**src/rtl/wheel_position_pid_with_deadband_defines.svh**
```systemverilog
// assertion macros for the wheel position pid block
// used by the top level only, expects clk and rst_n in scope
`ifndef WHEEL_POSITION_PID_WITH_DEADBAND_DEFINES_SVH
`define WHEEL_POSITION_PID_WITH_DEADBAND_DEFINES_SVH

// same-cycle implication
`define WPPID_ASSERT_NOW(lbl, ante, cons, msg) \
  lbl: assert property (@(posedge clk) disable iff (!rst_n) (ante) |-> (cons)) \
    else $error(msg);

// next-cycle implication
`define WPPID_ASSERT_NEXT(lbl, ante, cons, msg) \
  lbl: assert property (@(posedge clk) disable iff (!rst_n) (ante) |=> (cons)) \
    else $error(msg);

`endif

```
**src/rtl/wppid_fifo.sv**
```systemverilog
// small first-in first-out queue of packed words
// no dependencies
module wppid_fifo #(
  parameter int WIDTH = 8,
  parameter int DEPTH = 4
) (
  input  logic             clk,
  input  logic             rst_n,
  input  logic             wr_en,
  input  logic [WIDTH-1:0] wr_data,
  input  logic             rd_en,
  output logic [WIDTH-1:0] rd_data,
  output logic             full,
  output logic             empty
);

  localparam int PTR_W = (DEPTH > 1) ? $clog2(DEPTH) : 1;
  localparam int CNT_W = $clog2(DEPTH + 1);

  logic [WIDTH-1:0] mem_r [DEPTH];
  logic [PTR_W-1:0] wr_ptr_r, wr_ptr_nxt;
  logic [PTR_W-1:0] rd_ptr_r, rd_ptr_nxt;
  logic [CNT_W-1:0] count_r, count_nxt;
  logic             do_wr;
  logic             do_rd;

  assign full    = (count_r == CNT_W'(DEPTH));
  assign empty   = (count_r == '0);
  assign do_wr   = wr_en && !full;
  assign do_rd   = rd_en && !empty;
  assign rd_data = mem_r[rd_ptr_r];

  always_comb begin
    wr_ptr_nxt = wr_ptr_r;
    rd_ptr_nxt = rd_ptr_r;
    count_nxt  = count_r;
    if (do_wr) begin
      wr_ptr_nxt = (wr_ptr_r == PTR_W'(DEPTH - 1)) ? '0 : wr_ptr_r + 1'b1;
    end
    if (do_rd) begin
      rd_ptr_nxt = (rd_ptr_r == PTR_W'(DEPTH - 1)) ? '0 : rd_ptr_r + 1'b1;
    end
    if (do_wr && !do_rd) begin
      count_nxt = count_r + 1'b1;
    end else if (do_rd && !do_wr) begin
      count_nxt = count_r - 1'b1;
    end
  end

  always_ff @(posedge clk) begin
    if (!rst_n) begin
      wr_ptr_r <= '0;
      rd_ptr_r <= '0;
      count_r  <= '0;
    end else begin
      wr_ptr_r <= wr_ptr_nxt;
      rd_ptr_r <= rd_ptr_nxt;
      count_r  <= count_nxt;
    end
  end

  always_ff @(posedge clk) begin
    if (do_wr) begin
      mem_r[wr_ptr_r] <= wr_data;
    end
  end

endmodule

```
**config.mk**
```make
export PLATFORM = sky130hd
export DESIGN_NAME = wppid_fifo
export DESIGN_NICKNAME = d
export VERILOG_FILES = /design/src/rtl/wheel_position_pid_with_deadband_defines.svh /design/src/rtl/wppid_fifo.sv
export SDC_FILE = /design/constraint.sdc
export NUM_CORES = 1
export LEC_CHECK = 0
export ABC_AREA = 0
export BUFFER_PORTS_ARGS = -buffer_cell sky130_fd_sc_hd__buf_2
export CAP_MARGIN = 5
export CORE_UTILIZATION = 55
export DETAILED_ROUTE_END_ITERATION = 16
export PLACE_DENSITY = 0.74
export RECOVER_POWER = 50
export SLEW_MARGIN = 20
export SYNTH_ARGS = -nofsm -noshare
export SYNTH_HDL_FRONTEND = slang
export SYNTH_SLANG_ARGS = --single-unit
```
**constraint.sdc**
```tcl
create_clock -name clk -period 2.3 [get_ports clk]
set_input_delay 0.46 -clock clk [delete_from_list [all_inputs] [get_ports clk]]
set_output_delay 0.46 -clock clk [all_outputs]
set_load 0.01 [all_outputs]
```
==> flow_metrics.env <==
export IMPL_finalInstanceArea_mm2=0.00183
export IMPL_rows=19
export IMPL_drt_drc_violations_left=0
export IMPL_via_per_inst=5.53
export IMPL_port_buffers=21
export IMPL_drt_iter0_drc=12
export IMPL_cts_path_max_buffers=2
export IMPL_critical_path_class="register to output pin"
export IMPL_post_cts_buffers=0
export IMPL_yosys_top_cells_area="edfxtp_1 (59%), dfxtp_1 (11%), mux4_2 (11%)"
export IMPL_power_total_uw=1930
export IMPL_reg2reg_slack_ns=0.25
export IMPL_peakVddDrop_uv=868
export IMPL_synth_top_cell_area_share=0.589
export IMPL_holdBufCountCts=0
export IMPL_rsz0062_at_grt="false"
export IMPL_seq_area_frac_synth=0.700
export IMPL_die_h_um=56.4
export IMPL_crit_arrival_ns=1.64
export IMPL_initial_utilization=0.586
export IMPL_drive_gt1_frac=0.223
export IMPL_ys_warn_count=0
export IMPL_place_gp_congestion=0.668
export IMPL_seqCellArea_mm2=0.00114
export IMPL_final_max_slew_viol_count=0
export IMPL_crit_path_start_kind="register"
export IMPL_antenna_found_initial=0
export IMPL_grt_use_total=0.166
export IMPL_drt_first_pass_iters=4
export IMPL_wl_per_cell_um=15.1
export IMPL_p_leak_uw=0.000646
export IMPL_crit_path_end_kind="output pin"
export IMPL_cts_tree="yes"
export IMPL_clk_latency_ns=0.36
export IMPL_cts_sinks=41
export IMPL_grt_start_max_net_pins=14
export IMPL_cts_root_buffer="clkbuf_4"
export IMPL_synthArstFlopShare=0
export IMPL_dp_hpwl_um=1620
export IMPL_maxCapViolations=0
export IMPL_status="finished, final reports clean"
export IMPL_hold_viol_final=0
export IMPL_skew_ns=0.0137
export IMPL_synth_seq_cells=41
export IMPL_overflow=0
export IMPL_wl_um=2300
export IMPL_cp_required_ns=1.84
export IMPL_min_path_type="input pin to register"
export IMPL_fin_tns_setup_ns=0
export IMPL_fin_crit_ns=2.10
export IMPL_ys_types=23
export IMPL_htreeDepth=2
export IMPL_fin_crit_sh=0.912
export IMPL_cts_resized_gates=0
export IMPL_grt_pass1_wl_um=3780
export IMPL_ys_flop_type="edfxtp_1"
export IMPL_ant_nets=0
export IMPL_tightest_slew_ns=0.436
export IMPL_syn2layout_area_growth_pct=12.4
export IMPL_synth_area_mm2=0.00163
export IMPL_syn_nets=112
export IMPL_syn_inst=93
export IMPL_grt_pass1_vias=850
export IMPL_die_w_um=56.4
export IMPL_fin_nets=139
export IMPL_fillers=205
export IMPL_coreArea_mm2=0.00278
export IMPL_path_max_fanout=6
export IMPL_synth_avg_cell_area_um2=17.5
export IMPL_clk_pin_slew_worst_paths_ns=0.12
export IMPL_final_setup_viol_count=0
export IMPL_synth_top_cell_by_area="edfxtp_1"
export IMPL_numCtsBuffers=5
export IMPL_num_vias=840
export IMPL_ios=22
export IMPL_multi_input_area_um2=455
export IMPL_placed_area_mm2=0.00178
export IMPL_max_freq_mhz=477
export IMPL_die_area_mm2=0.00319
export IMPL_antennaDiodeCount=0
export IMPL_slew_headroom=0.710
export IMPL_synth_edff_count=32
export IMPL_power_density_mw_per_mm2=1050
==> cells by family (layout without fill, tap and decap cells) <==
| logic type | count (synthesis) | after routing | share of synthesized area |
|---|---|---|---|
| compound gates | 5 | 5 | 0.0184 |
| xor+xnor | 2 | 2 | 0.0107 |
| fa+ha+maj | 7 | 7 | 0.0583 |
| buf+inv | 7 | 35 | 0.0176 |
| flops | 41 | 41 | 0.700 |
| mux | 11 | 11 | 0.129 |
| simple gates | 20 | 20 | 0.0660 |
==> worst max-delay path: stages (launching register included) <==
cell	delay [ns]
dfxtp_1	0.41
buf_4	0.22
mux4_2	0.51
buf_2	0.15
==> flip-flops by register name, summed over array words and instances (netlist names), named ones only <==
name / flops
mem_r: 32
count_r: 3
rd_ptr_r: 2
wr_ptr_r: 2
==> area by class of cell <==
cell class / instances / area share
timing repair buffer: 24 / 0.0587
clock buffer: 5 / 0.0205
inverter: 3 / 0.00614
clock inverter: 3 / 0.0225
multi-input combinational: 45 / 0.248
sequential: 41 / 0.623
tap: 31 / 0.0212
==> placed cells by master, fill, tap and decap left out, types with 2 or more instances in the layout <==
cell type and instances:
edfxtp_1 32, clkbuf_1 12, buf_2 11, dfxtp_1 9, mux4_2 8, nand2_1 6
ha_1 6, clkbuf_4 5, and2_1 4, inv_1 3, mux2i_1 3, o21ai_0 3
nor2b_1 2, nor2_1 2, nand3_1 2
==> power breakdown <==
| group | internal [µW] | switching, µW | leakage, µW | total [µW] |
|---|---|---|---|---|
| clock network | 225 | 233 | 0.0000389 | 458 |
| logic | 252 | 237 | 0.000240 | 489 |
| registers | 911 | 72.3 | 0.000367 | 983 |
| total | 1390 | 542 | 0.000646 | 1930 |
==> Yosys cell counts (2+ instances only) <==
master,count
nor2_1,2
nand3_1,2
mux2i_1,3
and2_1,5
edfxtp_1,32
nor2b_1,2
dfxtp_1,9
mux4_2,8
inv_1,3
o21ai_0,3
ha_1,6
buf_2,2
nand2_1,6
==> routing by layer <==
metal  vias to the layer above  track usage  part of all wire
met5                         -            0                 0
met1                       406        0.188              0.43
met2                        27        0.264              0.49
li1                        400            -                 -
met3                         7       0.0530             0.054
met4                         0        0.118             0.029
==> worst paths after layout <==
| check | endpoint | depth (start not counted) | start |
|---|---|---|---|
| setup / recovery | rd_data[3] | 3 | register |
| hold / removal | mem_r[0][6] | 1 | wr_data[6] |
| setup reg to reg | count_r[2] | 7 | count_r[0] |
| hold reg to reg | wr_ptr_r[1] | 2 | wr_ptr_r[1] |
==> through the flow <==
step	setup slack (ns)	hold slack [ns]	util	instances
floorplan	0.207	0.468	-	93
global placement	0.320	0.483	0.640	144
detailed placement	0.234	0.507	0.640	144
CTS	0.169	0.310	0.668	152
global route	0.0960	0.374	0.659	152
finish	0.202	0.365	0.659	152
Power figures use the tool's default switching activity.
