File: src/rtl/wheel_position_pid_with_deadband_defines.svh
// assertion macros for the wheel position pid block
// used by the top level only, expects clk and rst_n in scope
`ifndef WHEEL_POSITION_PID_WITH_DEADBAND_DEFINES_SVH
`define WHEEL_POSITION_PID_WITH_DEADBAND_DEFINES_SVH

// same-cycle implication
`define WPPID_ASSERT_NOW(lbl, ante, cons, msg) \
  lbl: assert property (@(posedge clk) disable iff (!rst_n) (ante) |-> (cons)) \
    else $error(msg);

// next-cycle implication
`define WPPID_ASSERT_NEXT(lbl, ante, cons, msg) \
  lbl: assert property (@(posedge clk) disable iff (!rst_n) (ante) |=> (cons)) \
    else $error(msg);

`endif

File: src/rtl/wppid_pkg.sv
// shared types and constants for the wheel position pid block
// no dependencies
package wppid_pkg;

  typedef enum logic {
    OP_TICK  = 1'b0,
    OP_START = 1'b1
  } op_t;

  localparam int CFG_INDEX_W = 3;

  typedef enum logic [CFG_INDEX_W-1:0] {
    REG_TARGET    = 3'd0,
    REG_GAIN_P    = 3'd1,
    REG_GAIN_I    = 3'd2,
    REG_GAIN_D    = 3'd3,
    REG_INT_LIMIT = 3'd4,
    REG_DEADBAND  = 3'd5
  } cfg_reg_t;

  localparam logic [15:0] DUTY_STOP      = 16'd25600;
  localparam logic [15:0] DUTY_FULL      = 16'd51200;
  localparam int          FULL_PERCENT   = 100;
  localparam logic [15:0] DEADBAND_RESET = 16'd10;
  localparam int          QUEUE_DEPTH    = 4;

  typedef struct packed {
    logic signed [31:0] target;
    logic [30:0]        int_limit;
    logic [15:0]        deadband;
  } loop_cfg_t;

  typedef struct packed {
    logic [15:0] gain_p;
    logic [15:0] gain_i;
    logic [15:0] gain_d;
  } gain_cfg_t;

  typedef struct packed {
    logic               pid;
    logic               arrive;
    logic               mode;
    logic signed [31:0] err;
    logic signed [31:0] err_sum;
    logic signed [32:0] err_delta;
  } work_t;

  typedef struct packed {
    logic               duty_valid;
    logic [15:0]        duty;
    logic               mode;
    logic signed [31:0] err;
  } result_t;

endpackage

File: src/rtl/wppid_front.sv
// front end: position count, error, mode and error sum recurrences
// depends on wppid_pkg
module wppid_front
  import wppid_pkg::*;
#(
  parameter int COUNT_WIDTH = 16
) (
  input  logic                          clk,
  input  logic                          rst_n,
  input  loop_cfg_t                     cfg,
  input  logic                          push,
  output logic                          full,
  input  op_t                           operation,
  input  logic signed [COUNT_WIDTH-1:0] count_delta,
  output logic                          wr_en,
  output work_t                         wr_data,
  input  logic                          q_full
);

  logic               en;
  logic               accept;
  logic signed [31:0] delta32;

  logic signed [31:0] pos_r, pos_nxt;

  logic               s1_v_r;
  op_t                s1_op_r;
  logic signed [31:0] s1_pos_r;

  logic               s2_v_r;
  op_t                s2_op_r;
  logic signed [31:0] s2_err_r;

  logic               s3_v_r;
  work_t              s3_r, s3_nxt;

  logic               mode_r, mode_nxt;
  logic signed [31:0] sum_r, sum_nxt;
  logic signed [31:0] prev_r, prev_nxt;

  logic signed [32:0] diff;
  logic signed [31:0] err;
  logic signed [32:0] sum_raw;
  logic signed [32:0] lim;
  logic signed [32:0] sum_clamped;
  logic [31:0]        mag;
  logic               arrive;

  assign en      = !s3_v_r || !q_full;
  assign full    = !en;
  assign accept  = push && en;
  assign delta32 = 32'(count_delta);
  assign wr_en   = s3_v_r && en;
  assign wr_data = s3_r;

  always_comb begin
    pos_nxt = pos_r;
    if (accept && operation == OP_TICK) begin
      pos_nxt = pos_r + delta32;
    end
  end

  // saturated position minus target
  always_comb begin
    diff = 33'(s1_pos_r) - 33'(cfg.target);
    if (diff[32] != diff[31]) begin
      err = diff[32] ? 32'sh8000_0000 : 32'sh7fff_ffff;
    end else begin
      err = diff[31:0];
    end
  end

  always_comb begin
    sum_raw = 33'(sum_r) + 33'(s2_err_r);
    lim     = signed'({2'b00, cfg.int_limit});
    if (sum_raw > lim) begin
      sum_clamped = lim;
    end else if (sum_raw < -lim) begin
      sum_clamped = -lim;
    end else begin
      sum_clamped = sum_raw;
    end
    mag    = s2_err_r[31] ? (~s2_err_r + 32'd1) : s2_err_r;
    arrive = (mag <= {16'd0, cfg.deadband});

    mode_nxt = mode_r;
    sum_nxt  = sum_r;
    prev_nxt = prev_r;

    s3_nxt.pid       = 1'b0;
    s3_nxt.arrive    = arrive;
    s3_nxt.err       = s2_err_r;
    s3_nxt.err_sum   = sum_clamped[31:0];
    s3_nxt.err_delta = 33'(s2_err_r) - 33'(prev_r);

    if (s2_v_r) begin
      if (s2_op_r == OP_START) begin
        mode_nxt = 1'b1;
      end else if (mode_r) begin
        s3_nxt.pid = 1'b1;
        sum_nxt    = sum_clamped[31:0];
        prev_nxt   = s2_err_r;
        mode_nxt   = !arrive;
      end
    end
    s3_nxt.mode = mode_nxt;
  end

  always_ff @(posedge clk) begin
    if (!rst_n) begin
      pos_r  <= '0;
      mode_r <= 1'b0;
      sum_r  <= '0;
      prev_r <= '0;
      s1_v_r <= 1'b0;
      s2_v_r <= 1'b0;
      s3_v_r <= 1'b0;
    end else if (en) begin
      pos_r  <= pos_nxt;
      mode_r <= mode_nxt;
      sum_r  <= sum_nxt;
      prev_r <= prev_nxt;
      s1_v_r <= accept;
      s2_v_r <= s1_v_r;
      s3_v_r <= s2_v_r;
    end
  end

  always_ff @(posedge clk) begin
    if (en) begin
      s1_op_r  <= operation;
      s1_pos_r <= pos_nxt;
      s2_op_r  <= s1_op_r;
      s2_err_r <= err;
      s3_r     <= s3_nxt;
    end
  end

endmodule

File: config.mk
export PLATFORM = sky130hd
export DESIGN_NAME = wppid_front
export DESIGN_NICKNAME = d
export VERILOG_FILES = /design/src/rtl/wheel_position_pid_with_deadband_defines.svh /design/src/rtl/wppid_pkg.sv /design/src/rtl/wppid_front.sv
export SDC_FILE = /design/constraint.sdc
export NUM_CORES = 1
export LEC_CHECK = 0
export ABC_AREA = 0
export BUFFER_PORTS_ARGS = -buffer_cell sky130_fd_sc_hd__buf_2
export CORE_UTILIZATION = 50
export CTS_BUF_LIST = sky130_fd_sc_hd__clkbuf_8
export CTS_CLUSTER_SIZE = 20
export DETAILED_ROUTE_END_ITERATION = 10
export HOLD_SLACK_MARGIN = 0.1
export PLACE_DENSITY = 0.78
export SYNTH_ARGS = -nofsm -noshare
export SYNTH_HDL_FRONTEND = slang
export SYNTH_SLANG_ARGS = --single-unit
File: constraint.sdc
create_clock -name clk -period 6.5 [get_ports clk]
set_input_delay 0.325 -clock clk [delete_from_list [all_inputs] [get_ports clk]]
set_output_delay 0.325 -clock clk [all_outputs]
set_load 0.1 [all_outputs]
==> report_table.html <==
<table>
<tr><th>Metric</th><th>Value</th></tr>
<tr><th colspan="2">Synthesis</th></tr>
<tr><td>Sequential share of the synthesized area</td><td>0.358</td></tr>
<tr><td>Net count of the mapped netlist</td><td>approximately 2500</td></tr>
<tr><td>Top cell type's share of synthesized area</td><td>0.255</td></tr>
<tr><td>Warning count from the yosys run</td><td>0</td></tr>
<tr><td>Most numerous cell in the Yosys netlist</td><td>nand2_1</td></tr>
<tr><td>Proportion of synthesized flip-flops having asynchronous set or reset</td><td>0</td></tr>
<tr><td>Number of library cell types mapped by synthesis</td><td>between 80 and 90</td></tr>
<tr><td>Area of the mapped netlist</td><td>19500 sq um</td></tr>
<tr><td>Synthesized area divided by synthesized cell count</td><td>8.97 sq um</td></tr>
<tr><td>Most frequently used flop master after synthesis</td><td>edfxtp_1</td></tr>
<tr><td>Number of flops mapped to enable cells by yosys</td><td>roughly 170</td></tr>
<tr><td>Top cells by area in the synthesized netlist</td><td>edfxtp_1 (26%), ha_1 (13%), dfxtp_1 (10%), nand2_1 (4.8%), xnor2_1 (4.6%)</td></tr>
<tr><td>Post-Synthesis Cells</td><td>approximately 2200</td></tr>
<tr><td>Post-synth top cells</td><td>nand2_1 (249), ha_1 (207), inv_1 (185), edfxtp_1 (166), a21oi_1 (148)</td></tr>
<tr><td>Cell taking the most area after synthesis</td><td>edfxtp_1</td></tr>
<tr><td>Flip-flop and latch count after synthesis</td><td>roughly 270</td></tr>
<tr><th colspan="2">Detailed routing</th></tr>
<tr><td>Vias per cell</td><td>roughly 5.8</td></tr>
<tr><td>1st-iter DRT viols</td><td>around 1100</td></tr>
<tr><td>Post-detailed-routing wire length</td><td>about 54000 microns</td></tr>
<tr><td>DR vias</td><td>17100</td></tr>
<tr><td>Routed Antenna Nets</td><td>0</td></tr>
<tr><td>Drt pass-1 iters</td><td>8</td></tr>
<tr><td>Mean routed wirelength per cell</td><td>about 18 microns</td></tr>
<tr><td>DRC violations left</td><td>0</td></tr>
<tr><th colspan="2">Critical path</th></tr>
<tr><td>Worst Path Max Fanout</td><td>44</td></tr>
<tr><td>Required time at the endpoint of the critical path</td><td>between 6000 and 7000 ps</td></tr>
<tr><td>Startpoint type of the worst setup path</td><td>flop</td></tr>
<tr><td>Critical path endpoint category</td><td>flop</td></tr>
<tr><td>Data arrival time at the worst-slack endpoint</td><td>6050 ps</td></tr>
<tr><td>Class of the most critical setup path</td><td>flop to flop</td></tr>
<tr><th colspan="2">Clocking</th></tr>
<tr><td>Clock tree from TritonCTS</td><td>done</td></tr>
<tr><td>CTS sink cnt</td><td>266</td></tr>
<tr><td>Worst skew pair latency</td><td>about 640 ps</td></tr>
<tr><td>Clock transition at the register clock pins on the worst setup and hold paths after CTS</td><td>~60 ps</td></tr>
<tr><td>CTS H-Tree Depth</td><td>2</td></tr>
<tr><td>CTS Root Cell</td><td>clkbuf_8</td></tr>
<tr><td>TritonCTS Buffers</td><td>48</td></tr>
<tr><td>Clock buffer depth</td><td>3</td></tr>
<tr><th colspan="2">Global route</th></tr>
<tr><td>Number of antenna violations at the first check in global routing</td><td>1</td></tr>
<tr><td>Global router's overall resource usage</td><td>0.271</td></tr>
<tr><td>Overall overflow remaining after global route</td><td>0</td></tr>
<tr><td>Vias in the first global route</td><td>roughly 17000</td></tr>
<tr><td>First-pass GRT wire length</td><td>around 84000 microns</td></tr>
<tr><td>Largest net degree at the start of global routing</td><td>between 100 and 150</td></tr>
<tr><th colspan="2">Floorplanning</th></tr>
<tr><td>Core footprint</td><td>a little under 40000 sq um</td></tr>
<tr><td>Standard-cell rows</td><td>72</td></tr>
<tr><td>Die width</td><td>roughly 200 microns</td></tr>
<tr><td>Overall die height</td><td>approximately 200 microns</td></tr>
<tr><td>DIE AREA</td><td>39900 sq um</td></tr>
<tr><td>I/O pin count</td><td>between 200 and 250</td></tr>
<tr><td>Effective utilization at floorplan</td><td>0.506</td></tr>
<tr><th colspan="2">Layout</th></tr>
<tr><td>Count of nets after finishing</td><td>approximately 2700</td></tr>
<tr><td>Finished Cell Area</td><td>approximately 22000 sq um</td></tr>
<tr><td>Post-synthesis to final-layout area growth</td><td>14.6%</td></tr>
<tr><td>Core occupancy in the finished layout</td><td>0.580</td></tr>
<tr><td>Fraction of layout cells with a size suffix above 1</td><td>0.141</td></tr>
<tr><th colspan="2">STA</th></tr>
<tr><td>Slew margin rel.</td><td>0.394</td></tr>
<tr><td>Setup repair after global routing missed its margin</td><td>no</td></tr>
<tr><td>Peak Freq</td><td>around 0.18 GHz</td></tr>
<tr><td>Number of setup violations in the final report</td><td>0</td></tr>
<tr><td>Total Neg Setup Slack</td><td>0 ps</td></tr>
<tr><td>Final Cycle Share</td><td>0.872</td></tr>
<tr><td>Number of slew-limit violations in the final report</td><td>0</td></tr>
<tr><td>Measured slew at the worst slew-check pin</td><td>909 ps</td></tr>
<tr><td>Final Hold Fails</td><td>0</td></tr>
<tr><td>Final period demand of the worst path</td><td>approximately 5700 ps</td></tr>
<tr><td>Clock Skews</td><td>between 20 and 30 ps</td></tr>
<tr><th colspan="2">Place</th></tr>
<tr><td>Dpl cell area</td><td>approximately 21000 sq um</td></tr>
<tr><td>Count of input and output buffers</td><td>between 200 and 250</td></tr>
<tr><td>Sum of net half-perimeters after detailed placement</td><td>a little over 40000 microns</td></tr>
<tr><td>GPL Wtd Cong</td><td>about 0.93</td></tr>
<tr><th colspan="2">Pwr</th></tr>
<tr><td>Static leakage power</td><td>9.78 nW</td></tr>
<tr><td>Maximum resistive drop on vdd</td><td>~0.00048 V</td></tr>
<tr><td>Power density relative to cell area</td><td>slightly below 500 nW/um^2</td></tr>
<tr><th colspan="2">Hold path</th></tr>
<tr><td>Hold Crit Class</td><td>primary input to flop</td></tr>
<tr><th colspan="2">Status</th></tr>
<tr><td>Status</td><td>finished clean</td></tr>
<tr><th colspan="2">Job</th></tr>
<tr><td>Number of violations of the max-capacitance limit</td><td>0</td></tr>
</table>
==> cell type report <==
type	instances	area [sq um]
inverters	189	709
diodes	2	5.00
clock buffers	52	716
clock inverters	38	370
multi-input cells	1658	11600
fillers	3411	16200
repair buffers	239	1320
well taps	518	648
flip-flops and latches	266	6990
==> flip-flops by register name, summed over array words and instances (netlist names) <==
| name | count |
|---|---|
| s2_v_r | 1 |
| s2_err_r | 32 |
| s1_op_r | 1 |
| pos_r | 32 |
| s2_op_r | 1 |
| wr_data | 100 |
| mode_r | 1 |
| s1_pos_r | 32 |
| prev_r | 32 |
| sum_r | 32 |
| s1_v_r | 1 |
| s3_v_r | 1 |
==> path summary, 6_finish.rpt <==
path,startpoint,slack (ps),to,cells after the start
worst max-delay path,s2_err_r[0],830,wr_data[53],17
worst min-delay path,cfg[31],140,wr_data[48],3
worst min register to register,s1_op_r,440,s2_op_r,0
worst max register to register,s2_err_r[0],830,wr_data[53],17
==> what timing repair did <==
| action | in CTS | in global routing |
|---|---|---|
| resized for setup | 0 | 1 |
| hold buffers | 8 | 0 |
| endpoints found under the hold margin | 10 | 0 |
| endpoints found under the setup margin | 0 | 9 |
| setup buffers | 0 | 0 |
==> cells by family after synthesis <==
| logic type | count (synthesis) | share of synthesized area |
|---|---|---|
| compound gates | 616 | 0.207 |
| xor+xnor | 147 | 0.0659 |
| fa+ha+maj | 214 | 0.138 |
| buf+inv | 252 | 0.0495 |
| flops | 266 | 0.358 |
| mux | 52 | 0.0268 |
| simple gates | 629 | 0.155 |
==> report_power, final <==
group	total, mW	leakage, nW	switching (mW)	internal (mW)
Clock	1.79	0.598	0.766	1.03
Sequential	2.76	2.56	0.317	2.45
Combinational	6.43	6.62	4.66	1.77
==> worst max-delay path, stage by stage (launching register included) <==
cell and delay, ps:
edfxtp_1 520, ha_1 290, fa_1 430, a211oi_1 330, o21ai_1 220, a211oi_1 480
o21ai_1 200, a31oi_1 230, xnor2_1 130, ha_1 320, nand4_1 160, nor4_1 510
nand3_1 130, a21oi_1 140, o311ai_0 140, o211ai_1 140, a22o_4 570, mux2_2 430
==> through the flow <==
stage / total power [mW] / setup slack [ps] / std cells / hold WS, ps
after floorplan: 7.78 / 775 / 2176 / 400
after global placement: 9.04 / 767 / 2862 / 409
after detailed placement: 9.14 / 548 / 2862 / 441
after CTS: 11.0 / 509 / 2960 / 108
after global routing: 11.6 / 311 / 2960 / 133
final: 11.0 / 834 / 2962 / 144
==> layer usage <==
layer | share of wire | global-route usage
met1 | 0.41 | 0.324
met2 | 0.49 | 0.472
met3 | 0.055 | 0.0395
met4 | 0.046 | 0.138
met5 | 0 | 0
==> cells in the final DEF, fill, tap and decap left out, types with 9 or more instances in the layout <==
cell type and instances:
xor2_1 44, nor2b_1 18, o22ai_1 10, clkbuf_8 52, and2_1 36, o21ai_1 37, a21boi_1 22, nand4_1 27
clkinv_2 11, clkinv_1 9, o211ai_1 9, ha_1 207, or2_2 15, mux2i_1 50, o21bai_1 15, xnor2_1 103
buf_4 29, a21boi_0 39, a211oi_1 20, edfxtp_1 166, nand2_1 247, nor4_1 16, a21o_1 65, a31oi_1 19
a21oi_1 147, o21ai_0 98, nand3_1 42, buf_2 201, nor2_1 106, o21a_1 25, inv_1 195, or4_1 11
nand2b_1 14, nor3_1 41, or3_1 14, o31ai_1 19, dfxtp_1 100, and3_1 14
(Power assumes the default switching activity.)
